==> src/rtl/ura_pkg.sv <==
package ura_pkg;

    typedef enum logic [2:0] {
        REQ_TICK = 3'd0,
        REQ_ECHO = 3'd1,
        REQ_SET  = 3'd2,
        REQ_UP   = 3'd3,
        REQ_DOWN = 3'd4
    } req_type_t;

    typedef enum logic {
        CFG_RANGE_LIMIT    = 1'b0,
        CFG_TRIGGER_PERIOD = 1'b1
    } cfg_index_t;

    localparam logic [7:0] SEG_DASH  = 8'hBF;
    localparam logic [7:0] SEG_BLANK = 8'hFF;
    localparam logic [7:0] DP_MASK   = 8'h7F;
    localparam logic [3:0] SEL_NONE  = 4'hF;
    localparam logic [3:0] DIGIT_DASH = 4'd10;

    localparam logic [7:0] SEG_CODE [11] = '{
        8'hC0, 8'hF9, 8'hA4, 8'hB0, 8'h99, 8'h92, 8'h82, 8'hF8, 8'h80, 8'h98, 8'hBF
    };
    localparam logic [3:0] SEL_CODE [4] = '{4'hE, 4'hD, 4'hB, 4'h7};

    // 17 * ceil(2^31 / 1000): floor(count * 17 / 1000) = (count * ECHO_SCALE) >> 31
    localparam logic [25:0] ECHO_SCALE = 26'd36507228;
    localparam int          ECHO_SHIFT = 31;

    typedef struct packed {
        logic        setting;
        logic [1:0]  pos;
        logic [10:0] distance;
        logic        dash;
        logic [3:0]  tenths;
        logic [1:0]  units;
    } disp_state_t;

    function automatic logic [7:0] digit_seg(input logic [3:0] d);
        logic [7:0] seg;
        seg = SEG_DASH;
        if (d <= DIGIT_DASH)
        begin
            seg = SEG_CODE[d];
        end
        return seg;
    endfunction

endpackage

==> src/rtl/ura_if.sv <==
interface ura_req_if;
    logic        valid;
    logic        ready;
    logic [2:0]  req_type;
    logic [15:0] echo_count;
    logic        timer_overflow;

    modport source (output valid, output req_type, output echo_count,
                    output timer_overflow, input ready);
    modport sink   (input valid, input req_type, input echo_count,
                    input timer_overflow, output ready);
endinterface

interface ura_res_if;
    logic        valid;
    logic        ready;
    logic [7:0]  segment_pattern;
    logic [3:0]  digit_enable_n;
    logic        alarm_on;
    logic [10:0] distance_cm;
    logic [8:0]  threshold_cm;
    logic        set_mode;
    logic        trigger_pulse;

    modport source (output valid, output segment_pattern, output digit_enable_n,
                    output alarm_on, output distance_cm, output threshold_cm,
                    output set_mode, output trigger_pulse, input ready);
    modport sink   (input valid, input segment_pattern, input digit_enable_n,
                    input alarm_on, input distance_cm, input threshold_cm,
                    input set_mode, input trigger_pulse, output ready);
endinterface

==> src/rtl/ura_display.sv <==
module ura_display (
    input  ura_pkg::disp_state_t st,
    output logic [7:0]           seg,
    output logic [3:0]           sel
);
    import ura_pkg::*;

    logic [9:0] rem_k;
    logic [9:0] rem_h;
    logic [3:0] hundreds;
    logic [3:0] tens;
    logic [3:0] ones;
    logic [3:0] dig0;
    logic [3:0] dig1;
    logic [3:0] dig2;

    // distance below 2000, so one subtract gives distance mod 1000
    always_comb
    begin
        if (st.distance >= 11'd1000)
        begin
            rem_k = 10'(st.distance - 11'd1000);
        end
        else
        begin
            rem_k = st.distance[9:0];
        end
    end

    // parallel compares against multiples of 100, then of 10
    always_comb
    begin
        hundreds = 4'd0;
        rem_h    = rem_k;
        for (int k = 1; k <= 9; k++)
        begin
            if (rem_k >= 10'(k * 100))
            begin
                hundreds = 4'(k);
                rem_h    = rem_k - 10'(k * 100);
            end
        end
        tens = 4'd0;
        ones = rem_h[3:0];
        for (int k = 1; k <= 9; k++)
        begin
            if (rem_h >= 10'(k * 10))
            begin
                tens = 4'(k);
                ones = 4'(rem_h - 10'(k * 10));
            end
        end
    end

    always_comb
    begin
        if (st.dash)
        begin
            dig0 = DIGIT_DASH;
            dig1 = DIGIT_DASH;
            dig2 = DIGIT_DASH;
        end
        else
        begin
            dig0 = ones;
            dig1 = tens;
            dig2 = hundreds;
        end
    end

    always_comb
    begin
        sel = SEL_CODE[st.pos];
        seg = SEG_BLANK;
        if (!st.setting)
        begin
            unique case (st.pos)
                2'd0: seg = digit_seg(dig0);
                2'd1: seg = digit_seg(dig1);
                2'd2: seg = digit_seg(dig2) & DP_MASK;
                2'd3: seg = SEG_BLANK;
            endcase
        end
        else
        begin
            unique case (st.pos)
                2'd1: seg = digit_seg(st.tenths);
                2'd2: seg = digit_seg({2'b00, st.units}) & DP_MASK;
                2'd0, 2'd3: seg = SEG_DASH;
            endcase
        end
    end

endmodule

==> src/rtl/ultrasonic_range_alarm_controller.sv <==
// Ultrasonic rangefinder controller with a distance alarm and a four-digit
// multiplexed seven-segment display.
// Channel req carries one event per transaction: scan tick, echo done (with
// the echo count in 1 us units and the timer overflow flag), set, up or down.
// Channel res returns exactly one result per event: segment pattern, digit
// select, alarm, distance, threshold, set mode and trigger pulse; segment and
// select come from the state before the event, the rest from the state after.
// One event is taken every cycle unless res stalls. The echo path is a single
// 16x26 constant multiply into the stored distance; the display digits are
// decoded from the stored distance when a tick drives the display, so each
// path sits between two registers. The result sits in an output register; a
// new event is accepted whenever that register is empty or being drained, so
// a stalled receiver holds the result and backs up the request side only
// while it stalls. Configuration (cfg_we, cfg_index, cfg_data) writes
// range_limit_cm at index 0 and trigger_period_ticks at index 1; the user
// must write it only while idle, which the block does not enforce. Reset
// clears distance, display digits and set mode, sets the threshold to 1.0 m,
// the range limit to 300 cm and the trigger period to 400 ticks.
module ultrasonic_range_alarm_controller (
    input  logic              clk,
    input  logic              rst_n,
    input  logic              cfg_we,
    input  logic              cfg_index,
    input  logic [9:0]        cfg_data,
    ura_req_if.sink           req,
    ura_res_if.source         res
);
    import ura_pkg::*;

    logic [9:0]  range_limit_reg;
    logic [8:0]  period_reg;

    logic [10:0] distance_reg, distance_next;
    logic        dash_reg, dash_next;
    logic        setting_reg, setting_next;
    logic [3:0]  tenths_reg, tenths_next;
    logic [1:0]  units_reg, units_next;
    logic [1:0]  pos_reg, pos_next;
    logic [8:0]  tick_reg, tick_next;

    logic        res_valid_reg, res_valid_next;
    logic [7:0]  res_seg_reg, res_seg_next;
    logic [3:0]  res_sel_reg, res_sel_next;
    logic        res_alarm_reg, res_alarm_next;
    logic [10:0] res_dist_reg;
    logic [8:0]  res_thr_reg, res_thr_next;
    logic        res_set_reg;
    logic        res_trig_reg, res_trig_next;

    logic        accept;
    logic [41:0] echo_prod;
    logic [10:0] echo_dist;
    logic [9:0]  tick_inc;
    logic [7:0]  disp_seg;
    logic [3:0]  disp_sel;
    disp_state_t disp_st;

    assign req.ready = !res_valid_reg || res.ready;
    assign accept    = req.valid && req.ready;

    assign echo_prod = 42'(req.echo_count) * 42'(ECHO_SCALE);
    assign echo_dist = echo_prod[ECHO_SHIFT+10:ECHO_SHIFT];
    assign tick_inc  = 10'(tick_reg) + 10'd1;

    assign disp_st = '{setting:  setting_reg,
                       pos:      pos_reg,
                       distance: distance_reg,
                       dash:     dash_reg,
                       tenths:   tenths_reg,
                       units:    units_reg};

    ura_display u_display (
        .st  (disp_st),
        .seg (disp_seg),
        .sel (disp_sel)
    );

    always_comb
    begin
        distance_next = distance_reg;
        dash_next     = dash_reg;
        setting_next  = setting_reg;
        tenths_next   = tenths_reg;
        units_next    = units_reg;
        pos_next      = pos_reg;
        tick_next     = tick_reg;
        res_seg_next  = SEG_BLANK;
        res_sel_next  = SEL_NONE;
        res_trig_next = 1'b0;

        unique case (req_type_t'(req.req_type))
            REQ_TICK:
            begin
                res_seg_next = disp_seg;
                res_sel_next = disp_sel;
                pos_next     = pos_reg + 2'd1;
                if (tick_inc >= 10'(period_reg))
                begin
                    tick_next     = 9'd0;
                    res_trig_next = 1'b1;
                end
                else
                begin
                    tick_next = tick_inc[8:0];
                end
            end
            REQ_ECHO:
            begin
                distance_next = echo_dist;
                dash_next     = (echo_dist >= 11'(range_limit_reg)) || req.timer_overflow;
            end
            REQ_SET:
            begin
                setting_next = !setting_reg;
            end
            REQ_UP:
            begin
                if (setting_reg)
                begin
                    if (tenths_reg >= 4'd9)
                    begin
                        tenths_next = 4'd0;
                        units_next  = (units_reg >= 2'd2) ? 2'd0 : units_reg + 2'd1;
                    end
                    else
                    begin
                        tenths_next = tenths_reg + 4'd1;
                    end
                end
            end
            REQ_DOWN:
            begin
                if (setting_reg)
                begin
                    if (tenths_reg == 4'd0)
                    begin
                        tenths_next = 4'd9;
                        units_next  = (units_reg == 2'd0) ? 2'd2 : units_reg - 2'd1;
                    end
                    else
                    begin
                        tenths_next = tenths_reg - 4'd1;
                    end
                end
            end
            default:
            begin
                // unused codes leave the state alone
            end
        endcase

        res_thr_next   = 9'(units_next) * 9'd100 + 9'(tenths_next) * 9'd10;
        res_alarm_next = distance_next < 11'(res_thr_next);

        if (accept)
        begin
            res_valid_next = 1'b1;
        end
        else if (res.ready)
        begin
            res_valid_next = 1'b0;
        end
        else
        begin
            res_valid_next = res_valid_reg;
        end
    end

    always_ff @(posedge clk or negedge rst_n)
    begin
        if (!rst_n)
        begin
            range_limit_reg <= 10'd300;
            period_reg      <= 9'd400;
        end
        else if (cfg_we)
        begin
            unique case (cfg_index_t'(cfg_index))
                CFG_RANGE_LIMIT:    range_limit_reg <= cfg_data;
                CFG_TRIGGER_PERIOD: period_reg      <= cfg_data[8:0];
            endcase
        end
    end

    always_ff @(posedge clk or negedge rst_n)
    begin
        if (!rst_n)
        begin
            distance_reg  <= 11'd0;
            dash_reg      <= 1'b0;
            setting_reg   <= 1'b0;
            tenths_reg    <= 4'd0;
            units_reg     <= 2'd1;
            pos_reg       <= 2'd0;
            tick_reg      <= 9'd0;
            res_valid_reg <= 1'b0;
        end
        else
        begin
            res_valid_reg <= res_valid_next;
            if (accept)
            begin
                distance_reg <= distance_next;
                dash_reg     <= dash_next;
                setting_reg  <= setting_next;
                tenths_reg   <= tenths_next;
                units_reg    <= units_next;
                pos_reg      <= pos_next;
                tick_reg     <= tick_next;
            end
        end
    end

    always_ff @(posedge clk)
    begin
        if (accept)
        begin
            res_seg_reg   <= res_seg_next;
            res_sel_reg   <= res_sel_next;
            res_alarm_reg <= res_alarm_next;
            res_dist_reg  <= distance_next;
            res_thr_reg   <= res_thr_next;
            res_set_reg   <= setting_next;
            res_trig_reg  <= res_trig_next;
        end
    end

    assign res.valid           = res_valid_reg;
    assign res.segment_pattern = res_seg_reg;
    assign res.digit_enable_n  = res_sel_reg;
    assign res.alarm_on        = res_alarm_reg;
    assign res.distance_cm     = res_dist_reg;
    assign res.threshold_cm    = res_thr_reg;
    assign res.set_mode        = res_set_reg;
    assign res.trigger_pulse   = res_trig_reg;

    // threshold digits stay within 0.0 .. 2.9 m
    a_thr_range: assert property (@(posedge clk) disable iff (!rst_n)
        tenths_reg <= 4'd9 && units_reg <= 2'd2)
        else $error("threshold digits out of range");

    // a trigger only comes with a tick, which always selects a digit
    a_trig_sel: assert property (@(posedge clk) disable iff (!rst_n)
        res_valid_reg && res_trig_reg |-> res_sel_reg != SEL_NONE)
        else $error("trigger without digit select");

    // scan position advances by one on every accepted tick
    a_scan_step: assert property (@(posedge clk) disable iff (!rst_n)
        accept && req.req_type == REQ_TICK |=> pos_reg == $past(pos_reg) + 2'd1)
        else $error("scan position did not advance");

    // set event toggles set mode and shows it in the result
    a_set_toggle: assert property (@(posedge clk) disable iff (!rst_n)
        accept && req.req_type == REQ_SET |=>
            setting_reg != $past(setting_reg) && res_set_reg == setting_reg)
        else $error("set mode did not toggle");

    // alarm in the result agrees with the distance and threshold beside it
    a_alarm: assert property (@(posedge clk) disable iff (!rst_n)
        res_valid_reg |-> res_alarm_reg == (res_dist_reg < 11'(res_thr_reg)))
        else $error("alarm disagrees with distance and threshold");

endmodule
==> src/flat_wrapper.sv <==
// flat-port wrapper written by rule: the top's interface ports become plain ports
module ultrasonic_range_alarm_controller_flat import ura_pkg::*;
  (clk, rst_n, cfg_we, cfg_index, cfg_data, req_valid, req_req_type, req_echo_count, req_timer_overflow, req_ready, res_valid, res_segment_pattern, res_digit_enable_n, res_alarm_on, res_distance_cm, res_threshold_cm, res_set_mode, res_trigger_pulse, res_ready);
  ura_req_if req_i ();
  ura_res_if res_i ();
  input  logic clk;
  input  logic rst_n;
  input  logic cfg_we;
  input  logic cfg_index;
  input  logic [9:0] cfg_data;
  input wire logic [$bits(req_i.valid)-1:0] req_valid;
  input wire logic [$bits(req_i.req_type)-1:0] req_req_type;
  input wire logic [$bits(req_i.echo_count)-1:0] req_echo_count;
  input wire logic [$bits(req_i.timer_overflow)-1:0] req_timer_overflow;
  output wire logic [$bits(req_i.ready)-1:0] req_ready;
  output wire logic [$bits(res_i.valid)-1:0] res_valid;
  output wire logic [$bits(res_i.segment_pattern)-1:0] res_segment_pattern;
  output wire logic [$bits(res_i.digit_enable_n)-1:0] res_digit_enable_n;
  output wire logic [$bits(res_i.alarm_on)-1:0] res_alarm_on;
  output wire logic [$bits(res_i.distance_cm)-1:0] res_distance_cm;
  output wire logic [$bits(res_i.threshold_cm)-1:0] res_threshold_cm;
  output wire logic [$bits(res_i.set_mode)-1:0] res_set_mode;
  output wire logic [$bits(res_i.trigger_pulse)-1:0] res_trigger_pulse;
  input wire logic [$bits(res_i.ready)-1:0] res_ready;
  assign req_i.valid = req_valid;
  assign req_i.req_type = req_req_type;
  assign req_i.echo_count = req_echo_count;
  assign req_i.timer_overflow = req_timer_overflow;
  assign req_ready = req_i.ready;
  assign res_valid = res_i.valid;
  assign res_segment_pattern = res_i.segment_pattern;
  assign res_digit_enable_n = res_i.digit_enable_n;
  assign res_alarm_on = res_i.alarm_on;
  assign res_distance_cm = res_i.distance_cm;
  assign res_threshold_cm = res_i.threshold_cm;
  assign res_set_mode = res_i.set_mode;
  assign res_trigger_pulse = res_i.trigger_pulse;
  assign res_i.ready = res_ready;
  ultrasonic_range_alarm_controller u_core (.clk(clk), .rst_n(rst_n), .cfg_we(cfg_we), .cfg_index(cfg_index), .cfg_data(cfg_data), .req(req_i), .res(res_i));
endmodule
==> config.mk <==
export PLATFORM = sky130hd
export DESIGN_NAME = ultrasonic_range_alarm_controller_flat
export DESIGN_NICKNAME = d
export VERILOG_FILES = /design/src/rtl/ura_pkg.sv /design/src/rtl/ura_if.sv /design/src/rtl/ura_display.sv /design/src/rtl/ultrasonic_range_alarm_controller.sv /design/src/flat_wrapper.sv
export SDC_FILE = /design/constraint.sdc
export NUM_CORES = 1
export LEC_CHECK = 0
export ABC_AREA = 1
export BUFFER_PORTS_ARGS = -buffer_cell sky130_fd_sc_hd__buf_2
export CAP_MARGIN = 20
export CORE_ASPECT_RATIO = 1.25
export CORE_MARGIN = 5
export CORE_UTILIZATION = 59
export CTS_BUF_LIST = sky130_fd_sc_hd__clkbuf_2 sky130_fd_sc_hd__clkbuf_4 sky130_fd_sc_hd__clkbuf_8
export DETAILED_ROUTE_END_ITERATION = 6
export GPL_ROUTABILITY_DRIVEN = 0
export PLACE_DENSITY_LB_ADDON = 0.12
export SLEW_MARGIN = 5
export SYNTH_ARGS = -nofsm -noshare
export SYNTH_HDL_FRONTEND = slang
export SYNTH_SLANG_ARGS = --single-unit
==> constraint.sdc <==
create_clock -name clk -period 5.6 [get_ports clk]
set_input_delay 0.28 -clock clk [delete_from_list [all_inputs] [get_ports clk]]
set_output_delay 0.28 -clock clk [all_outputs]
set_load 0.01 [all_outputs]
Word-level counts from Yosys, hierarchy flattened. Memory sizes are Yosys's and may differ from the RTL's. Index checks and enable logic that the tools add are counted.

Add/subtract/negate cells: 26. Multiply operators: 3. Order comparisons: 35. Eq/ne operators: 7. Mux-type cells: 79. Bitwise logic cells: 7. Reductions and logical operators: 15.

Operators with widths (count): $mux W4 (34); $mux W10 (10); $mux W8 (10); $sub A10 B10 Y10 const B (5); $mux W7 (6); $ge A10 B10 Y1 const B (4); $ge A10 B7 Y1 const B (4); $mul A16 B24 Y40 const B (1); $pmux W8 S4 (1); $ge A10 B6 Y1 const B (3); $ge A10 B9 Y1 const B (3); $sub A10 B9 Y10 const B (3); $ge A5 B5 Y1 const B (5); $pmux W8 S3 (1); $ge A10 B5 Y1 const B (2); $not A4 Y5 (4); $sub A4 B4 Y4 const B (5); $le A4 B4 Y1 const B (4); $mux W2 (6); $ge A11 B10 Y1 (1); $ge A11 B10 Y1 const B (1); $lt A11 B9 Y1 (1); $mux W11 (1); $add A9 B1 Y10 const B (1); 40 further kinds (56).

Bits in registers: 85. Bits in read-only memories: 640. Input bits: 36. Output and inout port bits: 37. Logic and storage cells: 194. Memories kept: 5.

Memories: (name not given) (depth 16, width 8, rd ports 1, clocked after Yosys merged registers in 0, write ports 0, RTL line ura_pkg.sv:45) `seg = SEG_CODE[d];`; (name not given) (depth 16, width 8, rd ports 1, clocked after Yosys merged registers in 0, write ports 0, RTL line ura_pkg.sv:45); (name not given) (depth 16, width 8, rd ports 1, clocked after Yosys merged registers in 0, write ports 0, RTL line ura_pkg.sv:45); (name not given) (depth 16, width 8, rd ports 1, clocked after Yosys merged registers in 0, write ports 0, RTL line ura_pkg.sv:45); (name not given) (depth 16, width 8, rd ports 1, clocked after Yosys merged registers in 0, write ports 0, RTL line ura_pkg.sv:45).

Longest topological paths before layout. Gate-level depths: netlist (run 1).

Depth in word-level cells: 30. Gate-level depth with buffers: 52. Depth with buffers taken out: 52.

Modules after synthesis. Synthesis (run 1) repeated with hierarchy kept, for this count alone.

Cell total of the unflattened synthesis: 1997. Area total of the unflattened synthesis: 15006.9 um^2.

Modules (own cells, without submodules): ultrasonic_range_alarm_controller (times used 1, cells an instance 1319, area an instance 11318.4 um^2, sequential area each 2282.2 um^2); ura_display (times used 1, cells an instance 678, area an instance 3688.5 um^2, sequential area each 0.0 um^2).

Least setup slack after synthesis (run 1). OpenSTA, ideal clock, no wires.

Kind: input-to-reg. Start: input req_echo_count[13]. End: register u_core.dash_reg. Library setup time: 0.119 ns. Arrival time: 6.116 ns. Data required time: 5.481 ns. Setup slack: -0.636 ns. Stages: 27. Buffers on the path: 0. Cell sequence: fa_1 -> inv_1 -> fa_1 -> fa_1 -> inv_1 -> fa_1 -> fa_1 -> fa_1 -> ha_1 -> nand4_1 -> o221ai_1 -> nand3_1 -> a21oi_1 -> a211oi_1 -> o221ai_1 -> a31oi_1 -> o21ai_0 -> nand2_1 -> nand2_1 -> xor2_1 -> ha_1 -> a21oi_1 -> o221ai_1 -> a211oi_1 -> o211ai_1 -> o22ai_1 -> inv_1.

Cells in the longest elaborated chain, start to end: 3.

Ends and longest elaborated chain: start, declared (RTL line flat_wrapper.sv:13) `input wire logic [$bits(req_i.echo_count)-1:0] req_echo_count;`; $mul A16 B24 Y40 (RTL line ultrasonic_range_alarm_controller.sv:61) `assign echo_prod = 42'(req.echo_count) * 42'(ECHO_SCALE);`; $ge A11 B10 Y1 (RTL line ultrasonic_range_alarm_controller.sv:110) `dash_next = (echo_dist >= 11'(range_limit_reg)) || req.timer_overflow;`; $logic_or A1 B1 Y1 (RTL line ultrasonic_range_alarm_controller.sv:110); end signal, assigned (RTL line ultrasonic_range_alarm_controller.sv:204) `dash_reg <= dash_next;`; end, declared (RTL line ultrasonic_range_alarm_controller.sv:34) `logic dash_reg, dash_next;`.

No other way between the ends. A chain may end at the register's enable or synchronous reset.

Worst setup path in the final report (run 1).
Start: input req_echo_count[4]. End: register u_core.dash_reg.

The elaborated chain is that of the path after synthesis.

==> results.ini, run 1 <==
[setup_path]
arrival_ns = 6.74
setup.worst_path.start = req_echo_count[4]
endpoint_kind = flip-flop
cp-start-kind = input port
r2r_slack_ns = 0.19
regToRegStartpoint = u_core.distance_reg[3]
crit_type = input port to flip-flop
crit_required_ns = 5.86
critPathMaxFanout = 5

[grt]
gr-total-overflow = 0
grt_antenna_before_repair = 0
grt_use_total = 0.275
met2_usage = 0.504
grt_start_max_net_pins = 51
met1_usage = 0.317
grt_pass1_vias = 13044
grt_busiest_layer = met2
use_met3 = 0.0334
grt_pass1_wl_mm = 60.7

[synth]
synth.distinct_cells = 60
synth-seq-cells = 83
ys_seq_area_frac = 0.162
async_flop_share = 0.602
synthFlopType = dfrtp_1
syn_nets = 2147
synth_area_per_cell_um2 = 8.01
synth_edf_count = 33
synth_cells = 1737
yosys_warnings = 0
mappedNetlistArea_um2 = 13900

[sta]
worstMarginPinSlew_ns = 0.947
min_period_ns = 6.48
hold_viol = 0
drv_slew = 0
setup_viol = 11
fmax_mhz = 154
fin_skew_ns = 0.0121
finalWorstSetupSlack_ns = -0.880
fin_crit_sh = 1.16
slew_headroom = 0.365
rsz0062_at_grt = true

[route]
drt_iter0_markers = 552
avgRoutedWirePerCell_um = 16.5
drt-total-wl_mm = 38.9
drt-pass1-iter-count = 7
vias = 12951
drc = 0
ant_nets = 0
viasPerCell = 5.51

[final_layout]
stdcell_area_um2 = 17400
final_common_cell = nand2_1
n_antenna_cell = 0
nNetsFinal = 2466
layout_common_cells = 316 x nand2_1, 295 x inv_1, 242 x buf_4
drive_gt1_frac = 0.285
num-fill-cells = 1699
area_delta_synth_final_pct = 25.1
ff_latch_area_um2 = 2250
multi_input_area_um2 = 10800

[clock_tree]
cts_root_buffer = clkbuf_8
clock_path_buffers = 2
ctsHoldBuffers = 0
cts_tree = done
cts-buffers-inserted = 9
clk_latency_ns = 0.37
cts_sinks = 83
path_clk_slew_ns = 0.09
htreeDepth = 3

[floorplanning]
core_area_um2 = 23100
ios = 73
fp-row-count = 62
dieWidth_um = 147
die_h_um = 182
initial_utilization = 0.602
die_area_um2 = 26800

[placement]
dpl_cell_area_um2 = 16300
port_buffers = 71
hpwl_mm = 31.3

[status]
violations = setup timing
status = finished with violations

[hold_path]
hp-class = input port to asynchronous set/reset pin

[flow_run]
maxCapViolations = 0

## critical path, stage by stage
cell,delay [ns]
buf_4,0.14
fa_2,0.59
ha_4,0.21
fa_1,0.49
fa_1,0.43
fa_1,0.53
fa_1,0.46
ha_1,0.35
nand4_1,0.14
nor4_1,0.24
nor2_1,0.12
o221ai_2,0.19
nand3_2,0.11
a21oi_2,0.16
a211oi_2,0.07
o221ai_2,0.17
a31oi_2,0.13
o21ai_2,0.26
nand2_1,0.12
nand2_2,0.15
xor2_4,0.24
ha_4,0.25
a21oi_2,0.20
o221ai_2,0.13
a211oi_2,0.23
o211ai_1,0.11
o22ai_1,0.15
inv_1,0.08
## cell usage after synthesis (all sizes together), types with 2 or more instances
cell type / number / area (um2)
o21bai: 4 / 30.0
ha: 259 / 3240
nor3: 16 / 80.1
a31oi: 10 / 62.6
dfrtp: 42 / 1050
o31ai: 7 / 52.6
xor2: 35 / 314
nand3: 82 / 478
a211oi: 8 / 65.1
edfxtp: 33 / 991
nor2: 100 / 453
nand3b: 2 / 15.0
clkbuf: 13 / 48.8
nor4: 4 / 25.0
fa: 115 / 2300
o221ai: 5 / 43.8
a21oi: 111 / 586
o21ai: 109 / 564
nand4: 11 / 68.8
a21o: 4 / 30.0
o311ai: 2 / 35.0
buf: 11 / 92.6
o2111ai: 2 / 17.5
inv: 339 / 1280
or2: 3 / 18.8
o21a: 2 / 15.0
dfstp: 8 / 210
nand2: 373 / 1540
o211ai: 11 / 82.6
o22ai: 2 / 12.5
clkinv: 4 / 16.3
xnor2: 4 / 35.0
## cells by family after synthesis
logic type               after synthesis  share of synthesized area
XOR/XNOR                              39                     0.0251
buffers and inverters                367                      0.103
AND/OR/NAND/NOR                      592                      0.193
adder cells (fa/ha/maj)              374                      0.398
other                                  1                   0.000269
AO/OA/AOI/OAI                        281                      0.118
flip-flops                            83                      0.162
## worst paths after layout
| path | depth (start not counted) | to |
|---|---|---|
| min in group clk | 3 | u_core.range_limit_reg[2] |
| max in group asynchronous | 2 | u_core.tenths_reg[3] |
| worst max register to register | 45 | u_core.res.segment_pattern[3] |
| worst min-delay path | 2 | u_core.tick_reg[3] |
| worst max-delay path | 28 | u_core.dash_reg |
| worst min register to register | 2 | u_core.period_reg[6] |
## per-stage QoR
stage,setup WS (ns),TNS [ns],hold WS (ns),util,cells
detailed placement,-1.51,-13.34,0.445,0.704,2305
global route,-1.14,-6.46,0.0550,0.753,2349
global placement,-1.20,-9.42,0.435,0.704,2305
floorplan,-0.507,-1.00,-0.0156,-,1737
finish,-0.880,-2.81,0.0191,0.753,2349
CTS,-0.661,-1.53,0.0433,0.727,2330
## what timing repair did
action,4_1_cts,5_1_grt
setup endpoints to repair,23,26
pin swaps,69,69
resized for setup,64,115
buffers inserted,11,21
## layout make-up
| class | instances | share of cell area |
|---|---|---|
| Multi-Input combinational cell | 1287 | 0.623 |
| Timing Repair Buffer | 332 | 0.140 |
| Sequential cell | 83 | 0.129 |
| Inverter | 343 | 0.0747 |
| Tap cell | 288 | 0.0207 |
| Clock buffer | 9 | 0.00711 |
| Clock inverter | 7 | 0.00568 |
## per-layer routing
layer  vias up  share of wire  routed length (um)
met5         -              0                   0
met4         0          0.059                2310
met3       156          0.041                1590
met2       392           0.51               19900
met1      6152           0.39               15100
li1       6251              -                   -
Power of run 1 is not shown: default switching activity piles up to over one toggle a cycle in this logic, so the estimate is an artifact.
==> inputs of run 2 (changes only) <==
--- a/config.mk
+++ b/config.mk
@@ -5,7 +5,6 @@
 export SDC_FILE = /design/constraint.sdc
 export NUM_CORES = 1
 export LEC_CHECK = 0
-export ABC_AREA = 1
 export BUFFER_PORTS_ARGS = -buffer_cell sky130_fd_sc_hd__buf_2
 export CAP_MARGIN = 20
 export CORE_ASPECT_RATIO = 1.25
==> run 2 against run 1 <==
  * The flow finishes with violations (DRC, hold timing, setup timing)
  * Clock skew rose by 0.0043 ns
  * Synthesized cell count fell by 9.6%
  * Cell count fell by 4.9%
  * Maximum frequency rose by 4.3%
  * First-iteration DRC count rose by 130%
  * Clock-buffer cell count did not move
  * Routed wire length rose by 16%
  * Register-to-register slack got worse by 0.69 ns
  * Largest cell class unchanged
==> results.ini, run 2 <==
[route]
viasPerCell = 6.11
avgRoutedWirePerCell_um = 20.2
top_layer = met4
drt-total-wl_mm = 45.3
drt-pass1-iter-count = 7
wl_met2_mm = 22.9
ant_nets = 0
dr_wl_met3_mm = 2.54
drc = 11
vias = 13651
drt_iter0_markers = 1276
wl_met1_mm = 16.7

[clock_tree]
path_clk_slew_ns = 0.11
cts_sinks = 83
cts_root_buffer = clkbuf_8
clk_latency_ns = 0.41
htreeDepth = 3
cts-buffers-inserted = 9
cts_tree = done
clock_path_buffers = 2
ctsHoldBuffers = 0

[final_layout]
n_antenna_cell = 0
layout_common_cells = 328 x buf_4, 224 x ha_1, 208 x inv_1
stdcell_count = 2235
final_common_cell = buf_4
area_delta_synth_final_pct = 31.7
drive_gt1_frac = 0.352
nNetsFinal = 2348

[sta]
fin_skew_ns = 0.0164
setup_viol = 12
tns_ns = -3.89
worstMarginPinSlew_ns = 1.03
hold_viol = 6
finalWorstSetupSlack_ns = -0.611
rsz0062_at_grt = true
drv_slew = 0
slew_headroom = 0.309
min_period_ns = 6.21
hold_slack_ns = -0.0157
fmax_mhz = 161
fin_crit_sh = 1.11

[setup_path]
critical-path-max-stage-delay_ns = 0.55
crit_type = input port to flip-flop
cp-start-kind = input port
critPathMaxFanout = 6
arrival_ns = 6.50
reg2regPathDepth = 31
endpoint_kind = flip-flop
regToRegEndpoint = u_core.res.segment_pattern[3]
critPathSlowestCell = fa_1
regToRegStartpoint = u_core.distance_reg[3]
crit_required_ns = 5.89
r2r_slack_ns = -0.50

[floorplanning]
fp-row-count = 63
initial_utilization = 0.595
dieWidth_um = 148
die_h_um = 183
die_area_um2 = 27100
core_area_um2 = 23600
ios = 73

[placement]
port_buffers = 71
dp_cells = 2162
hpwl_mm = 34.9

[synth]
synth_edf_count = 33
ys_seq_area_frac = 0.160
synth_cells = 1570
synthFlopType = dfrtp_1
async_flop_share = 0.602
synth.distinct_cells = 92
yosys_warnings = 0
syn_nets = 1980
synth_area_leader_cell = ha_1
synth-seq-cells = 83
synth_commonest_cells = 259 x ha_1, 226 x inv_1, 122 x nand2_1
synth_top_cells_by_area = ha_1 23%, fa_1 16%, dfrtp_1 7.5%, edfxtp_1 7.0%, inv_1 6.0%
synth_top_area_share = 0.230
synth_area_per_cell_um2 = 8.96
mappedNetlistArea_um2 = 14100
yosysMostFrequentCell = ha_1

[grt]
grt_pass1_wl_mm = 71.0
grt_use_total = 0.329
gr-total-overflow = 0
grt_pass1_vias = 14257
grt_antenna_before_repair = 0
grt_start_max_net_pins = 51

[status]
status = finished with violations
violations = DRC, hold timing, setup timing

[hold_path]
hp-class = input port to asynchronous set/reset pin

[flow_run]
maxCapViolations = 0

## run 2: cell types whose count changed after synthesis, sizes merged, moves of 17 or more
cell / previous run / this run
xor2: 35 / 13
nand2: 373 / 123
nand3: 82 / 32
inv: 339 / 227
a31oi: 10 / 27
nand2b: 0 / 24
clkbuf: 13 / 39
mux2: 0 / 24
a21o: 4 / 26
a21oi: 111 / 75
nor2: 100 / 65
xnor2: 4 / 28
## run 2: area by class of cell
cell class / instances / area (um2)
tap: 292 / 365
fill: 1553 / 5120
inverter: 229 / 873
sequential: 83 / 2250
clock inverter: 7 / 72.6
multi-input combinational: 1195 / 11800
timing repair buffer: 420 / 3090
clock buffer: 9 / 124
## run 2: worst max path at each step
stage               slack (ns)  cells after the start                   start                       endpoint
floorplan                -0.77                     33  u_core.distance_reg[3]  u_core.res.segment_pattern[3]
global placement          -1.0                     30      req_echo_count[15]            u_core.res.alarm_on
detailed placement       -1.06                     35       req_echo_count[6]                u_core.dash_reg
CTS                      -0.53                     26      req_echo_count[14]            u_core.res.alarm_on
global route             -0.92                     31      req_echo_count[13]                u_core.dash_reg
finish                   -0.61                     36       req_echo_count[5]                u_core.dash_reg
## run 2: worst max-delay path, delay by kind of cell
| kind | cells | cell delay (ns) |
|---|---|---|
| xor gates and xnor gates | 1 | 0.20 |
| buffers and inverters | 8 | 0.80 |
| AOI/OAI and AO/OA | 13 | 1.85 |
| adders and majority gates | 8 | 2.86 |
| and+or+nand+nor | 6 | 0.47 |
## run 2: what timing repair did
item	in CTS	in global routing
pin swaps	97	103
endpoints found under the setup margin	13	17
resized for setup	122	112
buffers inserted	41	19
cloned	0	1
## run 2: stage by stage
step	utilization	hold WS (ns)	cell area, um2	setup slack (ns)
floorplan	-	-0.0156	14300	-0.768
global placement	0.714	0.457	16900	-0.996
detailed placement	0.714	0.458	16900	-1.06
CTS	0.759	0.00611	17900	-0.532
global route	0.784	0.0382	18500	-0.917
finish	0.784	-0.0157	18500	-0.611
## run 2: cells by family after synthesis
group                    count (synthesis)  synth area share
buffers and inverters                  292            0.0828
adder cells (fa/ha/maj)                374             0.394
AO/OA/AOI/OAI                          366             0.176
other                                    1          0.000266
multiplexers                            34            0.0263
XOR/XNOR                                41            0.0255
flip-flops                              83             0.160
AND/OR/NAND/NOR                        379             0.135
## run 2: per-layer routing
layer,GRT usage,vias up
met5,0,-
met4,0.187,0
met3,0.0460,251
met2,0.597,625
met1,0.366,6550
li1,-,6225
Power of run 2 is left out for the same reason.
==> inputs of run 3 (changes only) <==
--- a/config.mk
+++ b/config.mk
@@ -9,7 +9,7 @@
 export CAP_MARGIN = 20
 export CORE_ASPECT_RATIO = 1.25
 export CORE_MARGIN = 5
-export CORE_UTILIZATION = 59
+export CORE_UTILIZATION = 45
 export CTS_BUF_LIST = sky130_fd_sc_hd__clkbuf_2 sky130_fd_sc_hd__clkbuf_4 sky130_fd_sc_hd__clkbuf_8
 export DETAILED_ROUTE_END_ITERATION = 6
 export GPL_ROUTABILITY_DRIVEN = 0
==> run 3 against run 2 <==
  * The run ends with hold timing, setup timing left
  * Maximum frequency up 0.50%
  * Sequential share of layout area down 0.13 points
  * Cell count up 5.4%
  * Critical endpoint is now u_core.res.segment_pattern[3]
==> results.ini, run 3 (synthesized netlist as in run 2, its figures left out) <==
[grt]
grt_pass1_wl_mm = 70.2
grt_use_total = 0.250
grt_start_max_net_pins = 51
grt_pass1_vias = 13588
gr-total-overflow = 0
grt_antenna_before_repair = 0

[floorplanning]
initial_utilization = 0.455
dieWidth_um = 168
core_area_um2 = 30900
die_area_um2 = 34900
die_h_um = 208
ios = 73
fp-row-count = 72

[setup_path]
critPathSlowestCell = dfrtp_1
arrival_ns = 6.33
critPathMaxFanout = 5
regToRegEndpoint = u_core.res.segment_pattern[3]
cp.depth = 35
crit_type = flip-flop to flip-flop
crit_end = u_core.res.segment_pattern[3]
endpoint_kind = flip-flop
cp-start-kind = flip-flop
r2r_slack_ns = -0.58
regToRegStartpoint = u_core.distance_reg[3]
reg2regPathDepth = 35
crit_buf_inv = 7
crit_required_ns = 5.75
critical-path-max-stage-delay_ns = 0.43
crit_family = compound AO/OA/AOI/OAI gates
setup.worst_path.start = u_core.distance_reg[3]

[sta]
hold_viol = 1
tns_ns = -3.58
fin_skew_ns = 0.0180
worstMarginPinSlew_ns = 1.02
fin_crit_sh = 1.10
finalWorstSetupSlack_ns = -0.580
fmax_mhz = 162
min_period_ns = 6.18
slew_headroom = 0.318
drv_slew = 0
setup_viol = 9
hold_slack_ns = -0.00272
rsz0062_at_grt = true

[route]
drc = 0
ant_nets = 0
drt-pass1-iter-count = 5
viasPerCell = 5.52
drt_iter0_markers = 812
avgRoutedWirePerCell_um = 18.8
drt-total-wl_mm = 44.3
vias = 12999

[hold_path]
hp-class = input port to asynchronous set/reset pin

[final_layout]
layout_common_cells = 340 x buf_4, 223 x ha_1, 204 x inv_1
final_common_cell = buf_4
n_antenna_cell = 0
stdcell_count = 2356
drive_gt1_frac = 0.351
area_delta_synth_final_pct = 33.2
nNetsFinal = 2354

[status]
status = finished with violations
violations = hold timing, setup timing

[clock_tree]
htreeDepth = 3
ctsHoldBuffers = 0
cts_root_buffer = clkbuf_8
cts-buffers-inserted = 9
path_clk_slew_ns = 0.10
cts_tree = done
clk_latency_ns = 0.40
cts_sinks = 83
clock_path_buffers = 2

[flow_run]
maxCapViolations = 0

[placement]
port_buffers = 71
hpwl_mm = 36.2
dp_cells = 2296

-- run 3: cell count changes in the layout (fill, tap and decap cells not counted), moves of 3 or more --
cell       before  now
o21ai_2        11   14
inv_2          14   20
o21ai_1        16   13
inv_1         208  204
a21oi_1        52   55
buf_2          67   60
buf_4         328  340
a31oi_1        22   25
a2111oi_2       4    1
nand2_2         7    3
mux2_2         19   22
mux2_4          5    2
nand2_1       113  118
-- run 3: layout make-up --
type                            count  area (um2)
Multi-Input combinational cell   1195       11700
Inverter                          229         871
Sequential cell                    83        2250
Timing Repair Buffer              426        3170
Fill cell                        2604       12200
Clock inverter                      6        71.3
Clock buffer                       10         131
Tap cell                          407         509
-- run 3: routing by layer --
metal / wire, um / global-route usage
met4: 2140 / 0.123
met1: 17500 / 0.292
met5: 0 / 0
met3: 1650 / 0.0234
met2: 23100 / 0.455
-- run 3: repair_timing --
action | in CTS | in global routing
endpoints found under the setup margin | 13 | 16
pin swaps | 95 | 65
setup buffers | 31 | 19
hold endpoints to repair | 0 | 0
resized for setup | 137 | 95
-- run 3: worst min-delay path by stage --
stage | from | endpoint | slack [ns] | depth (start not counted)
2_1_floorplan | rst_n | u_core.dash_reg | -0.02 | 0
3_3_place_gp | rst_n | u_core.period_reg[5] | 0.47 | 2
6_report | rst_n | u_core.period_reg[5] | -0.003 | 2
5_1_grt | rst_n | u_core.period_reg[5] | 0.07 | 2
4_1_cts | rst_n | u_core.res.valid | 0.03 | 2
3_5_place_dp | rst_n | u_core.period_reg[5] | 0.48 | 2
-- run 3: worst register-to-register path: cells and delay by family (launching register included) --
| kind | cells | cell delay [ns] |
|---|---|---|
| buf+inv | 7 | 0.85 |
| xor+xnor | 1 | 0.16 |
| fa+ha+maj | 3 | 0.46 |
| simple gates | 8 | 1.06 |
| flops | 1 | 0.43 |
| compound gates | 16 | 2.96 |
-- run 3: per-stage QoR --
step	utilization	instance area [um2]	setup WS, ns
2_1_floorplan	-	14300	-0.768
3_3_place_gp	0.556	17200	-0.947
3_5_place_dp	0.556	17200	-0.980
4_1_cts	0.589	18200	-0.497
5_1_grt	0.607	18700	-0.821
6_report	0.607	18700	-0.580
Power of run 3 is left out for the same reason.
